File: src/rtl/nnsbw_pkg.sv
// Package for the nearest-neighbor scaled blit walker.
// Holds the shared widths, configuration indexes, FSM state and controller/datapath structs.
`default_nettype none
package nnsbw_pkg;

    localparam int MAX_DIM_DEF = 8192;

    localparam int DIM_W   = 14;
    localparam int RECT_W  = 16;
    localparam int COORD_W = 13;
    localparam int POS_W   = 18;
    localparam int PROD_W  = RECT_W + DIM_W;
    localparam int QUO_W   = DIM_W;

    localparam int CFG_IDX_W  = 3;
    localparam int CFG_DATA_W = 16;
    localparam int S_DATA_W   = 8;
    localparam int M_DATA_W   = 56;

    localparam logic [CFG_IDX_W-1:0] REG_SURFACE_WIDTH  = 3'd0;
    localparam logic [CFG_IDX_W-1:0] REG_SURFACE_HEIGHT = 3'd1;
    localparam logic [CFG_IDX_W-1:0] REG_RECT_LEFT      = 3'd2;
    localparam logic [CFG_IDX_W-1:0] REG_RECT_TOP       = 3'd3;
    localparam logic [CFG_IDX_W-1:0] REG_RECT_WIDTH     = 3'd4;
    localparam logic [CFG_IDX_W-1:0] REG_RECT_HEIGHT    = 3'd5;
    localparam logic [CFG_IDX_W-1:0] REG_SRC_WIDTH      = 3'd6;
    localparam logic [CFG_IDX_W-1:0] REG_SRC_HEIGHT     = 3'd7;

    typedef struct packed {
        logic [DIM_W-1:0]  surface_width;
        logic [DIM_W-1:0]  surface_height;
        logic [RECT_W-1:0] rect_left;
        logic [RECT_W-1:0] rect_top;
        logic [RECT_W-1:0] rect_width;
        logic [RECT_W-1:0] rect_height;
        logic [DIM_W-1:0]  src_width;
        logic [DIM_W-1:0]  src_height;
    } nnsbw_cfg_t;

    typedef enum logic [2:0] {
        ST_IDLE,
        ST_CALC,
        ST_MUL,
        ST_DSTART,
        ST_DWAIT,
        ST_OUT
    } nnsbw_state_t;

    typedef struct packed {
        logic accept;
        logic calc_en;
        logic mul_en;
        logic div_start;
        logic out_load;
    } nnsbw_cmd_t;

    typedef struct packed {
        logic calc_valid;
        logic div_done;
        logic out_free;
    } nnsbw_status_t;

endpackage
`default_nettype wire

File: src/rtl/nnsbw_div.sv
// Radix-2 restoring divider, one quotient bit per cycle.
// Uses nnsbw_pkg widths; quotient must fit in QUO_W bits.
`default_nettype none
module nnsbw_div (
    input  wire logic                       clk,
    input  wire logic                       rst_n,
    input  wire logic                       start,
    input  wire logic [nnsbw_pkg::PROD_W-1:0] dividend,
    input  wire logic [nnsbw_pkg::RECT_W-1:0] divisor,
    output logic      [nnsbw_pkg::QUO_W-1:0]  quotient,
    output logic                            done
);
    import nnsbw_pkg::*;

    localparam int CNT_W = $clog2(QUO_W);
    localparam logic [CNT_W-1:0] CNT_LAST = CNT_W'(QUO_W - 1);

    logic [CNT_W-1:0]  cnt_reg;
    logic              busy_reg;
    logic              done_reg;
    logic [RECT_W-1:0] rem_reg;
    logic [QUO_W-1:0]  dvd_reg;
    logic [QUO_W-1:0]  quo_reg;

    logic [RECT_W:0]   trial;
    logic              fits;
    logic [RECT_W:0]   diff;

    always_comb
    begin
        trial = {rem_reg, dvd_reg[QUO_W-1]};
        fits  = trial >= {1'b0, divisor};
        diff  = trial - {1'b0, divisor};
    end

    always_ff @(posedge clk or negedge rst_n)
    begin
        if (!rst_n)
        begin
            busy_reg <= 1'b0;
            done_reg <= 1'b0;
            cnt_reg  <= '0;
        end
        else if (start)
        begin
            busy_reg <= 1'b1;
            done_reg <= 1'b0;
            cnt_reg  <= '0;
        end
        else if (busy_reg)
        begin
            cnt_reg <= cnt_reg + 1'b1;
            if (cnt_reg == CNT_LAST)
            begin
                busy_reg <= 1'b0;
                done_reg <= 1'b1;
            end
        end
        else
        begin
            done_reg <= 1'b0;
        end
    end

    always_ff @(posedge clk)
    begin
        if (start)
        begin
            rem_reg <= dividend[PROD_W-1:QUO_W];
            dvd_reg <= dividend[QUO_W-1:0];
            quo_reg <= '0;
        end
        else if (busy_reg)
        begin
            rem_reg <= fits ? diff[RECT_W-1:0] : trial[RECT_W-1:0];
            dvd_reg <= {dvd_reg[QUO_W-2:0], 1'b0};
            quo_reg <= {quo_reg[QUO_W-2:0], fits};
        end
    end

    assign quotient = quo_reg;
    assign done     = done_reg;

endmodule
`default_nettype wire

File: src/rtl/nnsbw_ctrl.sv
// Sequencing FSM of the blit walker: request intake, step, multiply, divide, result load.
// Depends on nnsbw_pkg for the state enum and command/status structs.
`default_nettype none
module nnsbw_ctrl (
    input  wire logic                     clk,
    input  wire logic                     rst_n,
    input  wire logic                     s_tvalid,
    output logic                          s_tready,
    input  wire nnsbw_pkg::nnsbw_status_t status,
    output nnsbw_pkg::nnsbw_cmd_t         cmd
);
    import nnsbw_pkg::*;

    nnsbw_state_t state_reg;
    nnsbw_state_t state_next;

    always_ff @(posedge clk or negedge rst_n)
    begin
        if (!rst_n)
        begin
            state_reg <= ST_IDLE;
        end
        else
        begin
            state_reg <= state_next;
        end
    end

    always_comb
    begin
        state_next = state_reg;
        cmd        = '0;
        s_tready   = 1'b0;
        unique case (state_reg)
            ST_IDLE:
            begin
                s_tready = 1'b1;
                if (s_tvalid)
                begin
                    cmd.accept = 1'b1;
                    state_next = ST_CALC;
                end
            end
            ST_CALC:
            begin
                cmd.calc_en = 1'b1;
                state_next  = status.calc_valid ? ST_MUL : ST_OUT;
            end
            ST_MUL:
            begin
                cmd.mul_en = 1'b1;
                state_next = ST_DSTART;
            end
            ST_DSTART:
            begin
                cmd.div_start = 1'b1;
                state_next    = ST_DWAIT;
            end
            ST_DWAIT:
            begin
                if (status.div_done)
                begin
                    state_next = ST_OUT;
                end
            end
            ST_OUT:
            begin
                if (status.out_free)
                begin
                    cmd.out_load = 1'b1;
                    state_next   = ST_IDLE;
                end
            end
            default:
            begin
                state_next = ST_IDLE;
            end
        endcase
    end

endmodule
`default_nettype wire

File: src/rtl/nnsbw_dp.sv
// Datapath of the blit walker: clip, walk position, local offsets, products,
// two shared-step dividers and the output register. Depends on nnsbw_pkg and nnsbw_div.
`default_nettype none
module nnsbw_dp #(
    parameter int MAX_DIM = nnsbw_pkg::MAX_DIM_DEF
) (
    input  wire logic                         clk,
    input  wire logic                         rst_n,
    input  wire nnsbw_pkg::nnsbw_cfg_t        cfg,
    input  wire logic                         restart,
    input  wire nnsbw_pkg::nnsbw_cmd_t        cmd,
    output nnsbw_pkg::nnsbw_status_t          status,
    output logic                              m_tvalid,
    input  wire logic                         m_tready,
    output logic [nnsbw_pkg::M_DATA_W-1:0]    m_tdata,
    output logic                              m_tuser,
    output logic                              m_tlast
);
    import nnsbw_pkg::*;

    localparam logic [16:0] MAX_DIM_V = 17'(MAX_DIM);

    function automatic logic [DIM_W-1:0] sat_dim(input logic [DIM_W-1:0] v);
        logic [DIM_W-1:0] r;
        r = ({3'b000, v} > MAX_DIM_V) ? MAX_DIM_V[DIM_W-1:0] : v;
        return r;
    endfunction

    logic [DIM_W-1:0] sw, sh, iw, ih;
    logic signed [POS_W-1:0] org_x, org_y, left_c, top_c, right_u, bottom_u;
    logic signed [POS_W-1:0] right_c, bottom_c, sw_s, sh_s;
    logic signed [POS_W-1:0] nx, ny, loc_x, loc_y;
    logic empty, in_range, calc_valid, is_last;

    logic                restart_reg;
    logic                walking_reg;
    logic [COORD_W-1:0]  cur_x_reg, cur_y_reg;
    logic                res_valid_reg, res_last_reg;
    logic [COORD_W-1:0]  pos_x_reg, pos_y_reg;
    logic [RECT_W-1:0]   local_x_reg, local_y_reg;
    logic [PROD_W-1:0]   prod_x_reg, prod_y_reg;
    logic [QUO_W-1:0]    quo_x, quo_y;
    logic                done_x, done_y;
    logic [QUO_W-1:0]    src_x_c, src_y_c;
    logic                out_valid_reg;
    logic [M_DATA_W-1:0] out_data_reg;
    logic                out_user_reg, out_last_reg;

    always_comb
    begin
        sw = sat_dim(cfg.surface_width);
        sh = sat_dim(cfg.surface_height);
        iw = sat_dim(cfg.src_width);
        ih = sat_dim(cfg.src_height);
        sw_s = $signed({4'b0000, sw});
        sh_s = $signed({4'b0000, sh});
        org_x = $signed({{2{cfg.rect_left[RECT_W-1]}}, cfg.rect_left});
        org_y = $signed({{2{cfg.rect_top[RECT_W-1]}}, cfg.rect_top});
        left_c = (org_x < 0) ? '0 : org_x;
        top_c  = (org_y < 0) ? '0 : org_y;
        right_u  = org_x + $signed({2'b00, cfg.rect_width});
        bottom_u = org_y + $signed({2'b00, cfg.rect_height});
        right_c  = (right_u > sw_s) ? sw_s : right_u;
        bottom_c = (bottom_u > sh_s) ? sh_s : bottom_u;
        empty = (cfg.rect_width == '0) || (cfg.rect_height == '0) ||
                (iw == '0) || (ih == '0) ||
                (left_c >= right_c) || (top_c >= bottom_c);

        if (restart_reg)
        begin
            nx = left_c;
            ny = top_c;
        end
        else
        begin
            nx = $signed({5'b00000, cur_x_reg}) + 18'sd1;
            ny = $signed({5'b00000, cur_y_reg});
            if (nx >= right_c)
            begin
                nx = left_c;
                ny = ny + 18'sd1;
            end
        end
        in_range = (nx >= left_c) && (nx < right_c) && (ny >= top_c) && (ny < bottom_c);
        calc_valid = !empty && (restart_reg || (walking_reg && in_range));
        is_last = (nx == right_c - 18'sd1) && (ny == bottom_c - 18'sd1);
        loc_x = nx - org_x;
        loc_y = ny - org_y;
    end

    always_ff @(posedge clk or negedge rst_n)
    begin
        if (!rst_n)
        begin
            walking_reg <= 1'b0;
            cur_x_reg   <= '0;
            cur_y_reg   <= '0;
        end
        else if (cmd.calc_en)
        begin
            walking_reg <= calc_valid && !is_last;
            if (calc_valid)
            begin
                cur_x_reg <= nx[COORD_W-1:0];
                cur_y_reg <= ny[COORD_W-1:0];
            end
        end
    end

    always_ff @(posedge clk)
    begin
        if (cmd.accept)
        begin
            restart_reg <= restart;
        end
        if (cmd.calc_en)
        begin
            res_valid_reg <= calc_valid;
            res_last_reg  <= calc_valid && is_last;
            pos_x_reg     <= nx[COORD_W-1:0];
            pos_y_reg     <= ny[COORD_W-1:0];
            local_x_reg   <= loc_x[RECT_W-1:0];
            local_y_reg   <= loc_y[RECT_W-1:0];
        end
        if (cmd.mul_en)
        begin
            prod_x_reg <= PROD_W'(local_x_reg * iw);
            prod_y_reg <= PROD_W'(local_y_reg * ih);
        end
    end

    nnsbw_div u_div_x (
        .clk      (clk),
        .rst_n    (rst_n),
        .start    (cmd.div_start),
        .dividend (prod_x_reg),
        .divisor  (cfg.rect_width),
        .quotient (quo_x),
        .done     (done_x)
    );

    nnsbw_div u_div_y (
        .clk      (clk),
        .rst_n    (rst_n),
        .start    (cmd.div_start),
        .dividend (prod_y_reg),
        .divisor  (cfg.rect_height),
        .quotient (quo_y),
        .done     (done_y)
    );

    always_comb
    begin
        src_x_c = (quo_x >= iw) ? iw - 1'b1 : quo_x;
        src_y_c = (quo_y >= ih) ? ih - 1'b1 : quo_y;
    end

    always_ff @(posedge clk or negedge rst_n)
    begin
        if (!rst_n)
        begin
            out_valid_reg <= 1'b0;
        end
        else if (cmd.out_load)
        begin
            out_valid_reg <= 1'b1;
        end
        else if (m_tready)
        begin
            out_valid_reg <= 1'b0;
        end
    end

    always_ff @(posedge clk)
    begin
        if (cmd.out_load)
        begin
            out_user_reg <= res_valid_reg;
            out_last_reg <= res_valid_reg && res_last_reg;
            if (res_valid_reg)
            begin
                out_data_reg <= {4'h0, src_y_c[COORD_W-1:0], src_x_c[COORD_W-1:0],
                                 pos_y_reg, pos_x_reg};
            end
            else
            begin
                out_data_reg <= '0;
            end
        end
    end

    assign status.calc_valid = calc_valid;
    assign status.div_done   = done_x && done_y;
    assign status.out_free   = !out_valid_reg || m_tready;

    assign m_tvalid = out_valid_reg;
    assign m_tdata  = out_data_reg;
    assign m_tuser  = out_user_reg;
    assign m_tlast  = out_last_reg;

endmodule
`default_nettype wire

File: src/rtl/nearest_neighbor_scaled_blit_walker.sv
// Top level of the nearest-neighbor scaled blit walker: configuration registers,
// controller and datapath. Depends on nnsbw_pkg, nnsbw_ctrl, nnsbw_dp.
//
// Each request (restart = 1 starts at the clipped top-left, 0 advances one pixel) yields
// one result: destination x/y and nearest source x/y = floor(local * image / rect), with a
// valid flag on tuser and tlast on the final pixel of the clipped rectangle. A request that
// produces a pixel goes through a step/clip state, a multiply state, a divider start state,
// a wait state in which two parallel radix-2 dividers retire one quotient bit each until
// both finish, and an output load state that waits for a free output register. A request
// with no pixel (idle walker, empty region, walk past the end) goes from step/clip straight
// to output load. The next request is accepted in the cycle after the result is loaded,
// even while that result still waits in the output register. The user must write the
// configuration through cfg_we/cfg_index/cfg_data only while the block is idle; the block
// does not enforce this. The clip is reevaluated on every request.
`default_nettype none
module nearest_neighbor_scaled_blit_walker #(
    parameter int MAX_DIM = nnsbw_pkg::MAX_DIM_DEF
) (
    input  wire logic                              clk,
    input  wire logic                              rst_n,
    input  wire logic                              cfg_we,
    input  wire logic [nnsbw_pkg::CFG_IDX_W-1:0]   cfg_index,
    input  wire logic [nnsbw_pkg::CFG_DATA_W-1:0]  cfg_data,
    input  wire logic                              s_tvalid,
    output logic                                   s_tready,
    input  wire logic [nnsbw_pkg::S_DATA_W-1:0]    s_tdata,  // [0] restart, [7:1] zero
    output logic                                   m_tvalid,
    input  wire logic                              m_tready,
    output logic [nnsbw_pkg::M_DATA_W-1:0]         m_tdata,  // out_x, out_y, src_x, src_y
    output logic                                   m_tuser,  // valid_res
    output logic                                   m_tlast
);
    import nnsbw_pkg::*;

    nnsbw_cfg_t    cfg_reg;
    nnsbw_cmd_t    cmd;
    nnsbw_status_t status;

    always_ff @(posedge clk or negedge rst_n)
    begin
        if (!rst_n)
        begin
            cfg_reg <= '0;
        end
        else if (cfg_we)
        begin
            unique case (cfg_index)
                REG_SURFACE_WIDTH:  cfg_reg.surface_width  <= cfg_data[DIM_W-1:0];
                REG_SURFACE_HEIGHT: cfg_reg.surface_height <= cfg_data[DIM_W-1:0];
                REG_RECT_LEFT:      cfg_reg.rect_left      <= cfg_data;
                REG_RECT_TOP:       cfg_reg.rect_top       <= cfg_data;
                REG_RECT_WIDTH:     cfg_reg.rect_width     <= cfg_data;
                REG_RECT_HEIGHT:    cfg_reg.rect_height    <= cfg_data;
                REG_SRC_WIDTH:      cfg_reg.src_width      <= cfg_data[DIM_W-1:0];
                REG_SRC_HEIGHT:     cfg_reg.src_height     <= cfg_data[DIM_W-1:0];
                default:            cfg_reg <= cfg_reg;
            endcase
        end
    end

    nnsbw_ctrl u_ctrl (
        .clk      (clk),
        .rst_n    (rst_n),
        .s_tvalid (s_tvalid),
        .s_tready (s_tready),
        .status   (status),
        .cmd      (cmd)
    );

    nnsbw_dp #(
        .MAX_DIM (MAX_DIM)
    ) u_dp (
        .clk      (clk),
        .rst_n    (rst_n),
        .cfg      (cfg_reg),
        .restart  (s_tdata[0]),
        .cmd      (cmd),
        .status   (status),
        .m_tvalid (m_tvalid),
        .m_tready (m_tready),
        .m_tdata  (m_tdata),
        .m_tuser  (m_tuser),
        .m_tlast  (m_tlast)
    );

    a_invalid_zero: assert property (@(posedge clk) disable iff (!rst_n)
        (m_tvalid && !m_tuser) |-> (m_tdata == '0 && !m_tlast))
        else $error("invalid result carries nonzero payload");

    a_last_valid: assert property (@(posedge clk) disable iff (!rst_n)
        (m_tvalid && m_tlast) |-> m_tuser)
        else $error("last flagged on invalid result");

    a_one_in_flight: assert property (@(posedge clk) disable iff (!rst_n)
        (s_tvalid && s_tready) |=> !s_tready)
        else $error("second request taken while one is in work");

endmodule
`default_nettype wire
File: config.mk
export PLATFORM = sky130hd
export DESIGN_NAME = nearest_neighbor_scaled_blit_walker
export DESIGN_NICKNAME = d
export VERILOG_FILES = /design/src/rtl/nnsbw_pkg.sv /design/src/rtl/nnsbw_div.sv /design/src/rtl/nnsbw_ctrl.sv /design/src/rtl/nnsbw_dp.sv /design/src/rtl/nearest_neighbor_scaled_blit_walker.sv
export SDC_FILE = /design/constraint.sdc
export NUM_CORES = 2
export LEC_CHECK = 0
export ABC_AREA = 0
export BUFFER_PORTS_ARGS = -buffer_cell sky130_fd_sc_hd__buf_4
export CAP_MARGIN = 0
export CORE_UTILIZATION = 30
export CTS_BUF_LIST = sky130_fd_sc_hd__clkbuf_16
export DETAILED_ROUTE_END_ITERATION = 16
export PLACE_DENSITY_LB_ADDON = 0.05
export SLEW_MARGIN = 20
export SYNTH_ARGS = -nofsm -noshare
export SYNTH_HDL_FRONTEND = slang
export SYNTH_SLANG_ARGS = --single-unit
File: constraint.sdc
create_clock -name clk -period 9.8 [get_ports clk]
set_input_delay 0.98 -clock clk [delete_from_list [all_inputs] [get_ports clk]]
set_output_delay 0.98 -clock clk [all_outputs]
set_load 0.05 [all_outputs]
---- Word level (Yosys, flattened, before mapping) ----
Cells that the tools add are included.
storage, ports and cells
  register bits after elaboration ......... 430
  output and inout port bits .............. 60
  logic and storage cells ................. 188
cells by class
  equal/unequal tests ..................... 21
  add/sub/neg operators ................... 14
  reduce and logical (&&, ||, !) cells .... 39
  $mul .................................... 2
  magnitude comparators ................... 19
  mux-type cells .......................... 55
operators with widths
  kind                                                          count
  two-way mux 18 bit                                            8
  two-way mux 14 bit                                            8
  two-way mux 16 bit                                            6
  >= comparator 18 bit                                          5
  subtractor 16 bit                                             4
  multiplier 16 x 14 -> 30 bit                                  2
  > comparator 14 bit (second input constant)                   4
  adder 16 x 17 -> 18 bit                                       2
  equality test 18 bit                                          2
  > comparator 18 x 15 -> 1 bit                                 2
  less-than comparator 18 bit                                   2
  subtractor 18 x 2 -> 18 bit (second input constant)           2
  >= comparator 17 x 16 -> 1 bit                                2
  logical NOT 16 bit                                            2
  less-than comparator 16 x 1 -> 1 bit (second input constant)  2
  adder 13 x 1 -> 14 bit (second input constant)                2
  >= comparator 14 bit                                          2
  logical NOT 14 bit                                            2
  two-way mux 13 bit                                            2
  subtractor 13 x 1 -> 13 bit (second input constant)           2
  two-way mux 1 bit                                             22
  equality test 3 bit (second input constant)                   6
  case mux 3 bit (6 select lines)                               1
  AND reduction 2 bit                                           9
  15 further kinds                                              49

---- Logic depth before layout (Yosys ltp) ----
  word-level depth ........................ 16
  depth in mapped cells ................... 54
  mapped depth without buffers ............ 51

---- Cells and area by module ----
A second synthesis with hierarchy kept.
unflattened totals
  cells, all modules ...................... 4369
  area total of the unflattened synthesis .. 42640.9 µm²
by module, submodules not included
  module                               area each (µm²)  times used  cells an instance
  nnsbw_dp                             31745.4          1           3513
  nnsbw_div                            3055.4           2           284
  nearest_neighbor_scaled_blit_walker  4561.9           1           262
  nnsbw_ctrl                           222.7            1           26

---- Least setup slack after synthesis ----
OpenSTA, ideal clock, no wires.
  path kind ............................... flip-flop to flip-flop
  start point ............................. register cfg_reg[45] (netlist name)
  end point ............................... register u_dp.cur_y_reg[2]
  data required time ...................... 9673 ps
  path slack .............................. 608 ps
  arrival time ............................ 9064 ps
  stages on the path, launching flop included .. 49
  clock period less this slack ............ 9192 ps
  setup time .............................. 127 ps
  cells stage by stage .................... dfrtp_1 > ha_1 > a211oi_1 > o21ai_0 > a21o_1 > a211oi_1 > a21oi_1 > ha_1 > o21a_1 > o2111ai_1 > o22ai_1 > a211o_1 > o211ai_2 > a21oi_4 > buf_2 > clkbuf_1 > nor2_1 > a21oi_1 > [... 13 more ...] > ha_1 > nor2b_1 > o21a_1 > o21a_1 > o21a_1 > o21ai_0 > nand2b_1 > a211oi_1 > o21ai_0 > a221o_1 > nand3b_1 > nand4_1 > nor4_1 > o21ai_2 > inv_2 > nand2_4 > buf_6 > mux2_1
between the ends
  elaborated cells between the ends (all ways) .. 27
  classes of those cells .................. 1 x add/sub; 7 x order compare; 5 x mux; 14 x reduce/logical
RTL lines
  item                             line                                       text
  start, declared                  nearest_neighbor_scaled_blit_walker.sv:35  nnsbw_cfg_t cfg_reg;
  start signal, assigned           nearest_neighbor_scaled_blit_walker.sv:56  default: cfg_reg <= cfg_reg;
  adder 16 x 17 -> 18 bit *        nnsbw_dp.sv:61                             right_u = org_x + $signed({2'b00, cfg.rect_width});
  > comparator 18 x 15 -> 1 bit    nnsbw_dp.sv:63                             right_c = (right_u > sw_s) ? sw_s : right_u;
  two-way mux 18 bit *             nnsbw_dp.sv:63
  >= comparator 18 bit *           nnsbw_dp.sv:78                             if (nx >= right_c)
  two-way mux 18 bit *             nnsbw_dp.sv:78
  two-way mux 18 bit *             nnsbw_dp.sv:69                             if (restart_reg)
  named net u_dp.ny[1]             nnsbw_dp.sv:32                             logic signed [POS_W-1:0] nx, ny, loc_x, loc_y;
  >= comparator 18 bit             nnsbw_dp.sv:84                             in_range = (nx >= left_c) && (nx < right_c) && (ny >= top_c) && (ny < bottom_c);
  logical AND 1 bit                nnsbw_dp.sv:84
  logical AND 1 bit *              nnsbw_dp.sv:84
  logical AND 1 bit *              nnsbw_dp.sv:85                             calc_valid = !empty && (restart_reg || (walking_reg && in_range));
  logical OR 1 bit *               nnsbw_dp.sv:85
  logical AND 1 bit *              nnsbw_dp.sv:85
  named net u_dp.calc_valid        nnsbw_dp.sv:33                             logic empty, in_range, calc_valid, is_last;
  AND reduction 2 bit (no line) *  --
  end signal, assigned             nnsbw_dp.sv:105                            cur_y_reg <= ny[COORD_W-1:0];
  end, declared                    nnsbw_dp.sv:37                             logic [COORD_W-1:0] cur_x_reg, cur_y_reg;
Mark *: on every way through the listed nets, which the timed path passes. The rest lies on a longest branch.
A chain may end at the register's enable or synchronous reset.

---- Worst setup path after layout ----
  start point ............................. register cfg_reg[46] (netlist name)
  end point ............................... register u_dp.cur_y_reg[1]
between the ends
  cells in the longest elaborated chain, start to end .. 14
  elaborated cells between the ends (all ways) .. 27
  classes of those cells .................. 1 x add/sub; 7 x order compare; 5 x mux; 14 x reduce/logical
RTL lines
  item                                                                 line
  adder 16 x 17 -> 18 bit *                                            nnsbw_dp.sv:61
  > comparator 18 x 15 -> 1 bit                                        nnsbw_dp.sv:63
  two-way mux 18 bit *                                                 nnsbw_dp.sv:63
  >= comparator 18 bit *                                               nnsbw_dp.sv:78
  two-way mux 18 bit *                                                 nnsbw_dp.sv:78
  two-way mux 18 bit *                                                 nnsbw_dp.sv:69
  named net u_dp.nx[0]                                                 nnsbw_dp.sv:32
  >= comparator 18 bit or less-than comparator 18 bit (tied branches)  nnsbw_dp.sv:84
  logical AND 1 bit * (3 in a row)                                     nnsbw_dp.sv:84
  logical AND 1 bit *                                                  nnsbw_dp.sv:85
  logical OR 1 bit *                                                   nnsbw_dp.sv:85
  logical AND 1 bit *                                                  nnsbw_dp.sv:85
  named net u_dp.calc_valid                                            nnsbw_dp.sv:33
  AND reduction 2 bit (no line) *                                      --
Marks and branches as above.

==> flow_summary.toml <==
[status]
status = "complete, no violations"

[logic_synthesis]
synthFlopType = "edfxtp_1"
synth_enable_flop_cells = 235
synthArstFlopShare = 0.383
synth-seq-area-share = 0.282
syn-mean-instance-area_um2 = 9.46
mappedNetlistArea_um2 = 41500
ys_ff_latch = 426
yosysWarnings = 0
synth_cell_types = 93
synth_cells = 4384

[critical_path]
slowest_stage = "dfrtp_1"
r2r_cells = 48
startpoint = "cfg_reg[46]$_DFFE_PN0P_"
setup.worst_path.end = "u_dp.cur_y_reg[1]$_DFFE_PN0P_"
timing.rr.end = "u_dp.cur_y_reg[1]$_DFFE_PN0P_"
cp-start-kind = "register"
slowest_delay_ns = 0.41
endpoint_kind = "register"
reg2reg_from = "cfg_reg[46]$_DFFE_PN0P_"
worstPathArrival_ns = 9.76
worst-path-max-fanout = 7
crit_top_cell = "a21o_1"
cp.required_ns = 10.35
worst-r2r-setup-slack_ns = 0.59
path_class = "reg2reg"

[routing]
viasPerCell = 4.85
drc = 0
wire_per_inst_um = 21.3
routed_wl_mm = 134
initialDrtViolationCount = 1511
ant_nets = 0
vias = 30600
dr.pass1.iters = 5

[sta]
drv_slew = 0
hold_ws_ns = 0.219
setup_violations = 0
max_slew_margin = 0.303
final.setup_skew_ns = 0.0318
min_period_ns = 9.21
hold_viol_final = 0
finalCritPeriodShare = 0.940
fmax_mhz = 109
worstMarginPinSlew_ns = 1.05

[grt]
track_usage = 0.194
grt_pass1_vias = 31400
grt_max_degree = 67
antenna_found_initial = 9
grt_overflow = 0
grt_pass1_wl_mm = 205

[layout]
area_delta_synth_final_pct = 12.0
final_nets = 5274
instances_no_fill = 6305
layout-drive-gt1-share = 0.0954
fillers = 14200
largest_reg_flops = 120

[clocking]
holdBufCountCts = 0
cts_buffer_depth = 3
clkTransAtPathRegs_ns = 0.07
clkLatencyLatePin_ns = 0.67
cts-root-buf = "clkbuf_16"
cts_buffers = 57
cts_tree = "yes"
clkSinkCount = 426
cts_htree_levels = 2

[die]
ios = 92
fp-row-count = 136
core_um2 = 137000
die_height_um = 374
die-area_um2 = 140000
initial_core_util = 0.302
die_w_um = 374

[run]
cap_violations = 0

[placement]
dp_hpwl_mm = 103
dp_cells = 6193
portBuffers = 80
place_congestion = 0.836

[hold_path]
worstHoldPathType = "in2async"
-- critical path: cells and delay by family (launching register included) --
kind | cells | cell delay [ns]
AOI/OAI and AO/OA | 27 | 4.94
adders and majority gates | 4 | 1.26
buffers and inverters | 6 | 0.79
DFF | 1 | 0.41
muxes | 3 | 0.69
and+or+nand+nor | 8 | 0.98
-- per-stage QoR --
step            TNS, ns   util  setup WS (ns)  area [µm²]
2_1_floorplan         0      -          0.608       41500
3_3_place_gp          0  0.324          0.398       44500
3_5_place_dp          0  0.324          0.252       44500
4_1_cts               0  0.338          0.210       46400
5_1_grt        -0.00173  0.338       -0.00173       46400
6_report              0  0.338          0.587       46400
-- per-layer routing --
metal  up-vias  wire (µm)  GRT usage
met4         0       2290     0.0391
li1      14800          -          -
met2       388      61200      0.311
met5         -          0          0
met1     15300      66900      0.282
met3       107       3780     0.0180
-- worst min path at each step --
stage,startpoint,to,slack (ns),cells past startpoint
after floorplan,u_dp.u_div_x.quotient[13]$_SDFFE_PP0P_,u_dp.u_div_x.quotient[13]$_SDFFE_PP0P_,0.46,2
after global placement,cfg_reg[110]$_DFFE_PN0P_,cfg_reg[110]$_DFFE_PN0P_,0.48,1
after detailed placement,cfg_reg[110]$_DFFE_PN0P_,cfg_reg[110]$_DFFE_PN0P_,0.49,1
after CTS,rst_n,u_dp.cur_x_reg[0]$_DFFE_PN0P_,0.18,1
after global routing,rst_n,u_dp.cur_x_reg[0]$_DFFE_PN0P_,0.22,1
final,rst_n,u_dp.cur_x_reg[0]$_DFFE_PN0P_,0.22,1
-- final cells by class --
type / instances / area (µm²) / area share
diodes: 3 / 7.51 / 0.000162
clock buffers: 60 / 1500 / 0.0323
clock inverters: 47 / 338 / 0.00728
inverters: 564 / 2120 / 0.0456
multi-input cells: 3224 / 27100 / 0.583
flip-flops and latches: 426 / 11700 / 0.252
well taps: 1794 / 2240 / 0.0483
repair buffers: 187 / 1450 / 0.0313
-- synthesized netlist by cell type, types with 42 or more instances --
library cell / instances / area (µm²)
xor2_1: 42 / 368
mux2i_1: 73 / 731
nand3_1: 55 / 275
nor2_1: 246 / 923
inv_1: 562 / 2110
a21oi_1: 163 / 816
mux2_2: 104 / 1170
and3_1: 58 / 363
nand2b_1: 51 / 319
xnor2_1: 149 / 1310
and2_1: 155 / 970
clkbuf_1: 146 / 548
ha_1: 446 / 5580
fa_1: 336 / 6730
a21o_1: 47 / 353
nor2b_1: 80 / 500
o21ai_0: 197 / 986
nand2_1: 584 / 2190
nand4_1: 43 / 269
edfxtp_1: 235 / 7060
dfrtp_1: 163 / 4080
nor3_1: 45 / 225
-- what timing repair did --
action                                  CTS  global route
endpoints found under the setup margin    0            32
endpoints found under the hold margin     0             0
resized for setup                         0            24
buffers inserted                          0             1
-- cells by family after synthesis --
logic type	count (synthesis)	synth area share
other	1	0.0000905
adders and majority gates	785	0.298
buffers and inverters	737	0.0682
AOI/OAI and AO/OA	638	0.0983
muxes	198	0.0517
xor gates and xnor gates	192	0.0409
and+or+nand+nor	1407	0.161
DFF	426	0.282
-- cells in the final DEF (no fill, tap or decap), types with 55 or more instances in the layout --
master	n
nand2_1	583
inv_1	570
ha_1	445
fa_1	336
nor2_1	245
edfxtp_1	235
o21ai_0	191
buf_4	182
dfrtp_1	163
a21oi_1	162
and2_1	154
xnor2_1	149
mux2_2	104
nor2b_1	76
mux2i_1	70
clkbuf_16	60
and3_1	58
nand3_1	55
Power is left out: the tool's default activity adds up to more than one toggle a clock period on the data nets, which glitch-free logic cannot reach.
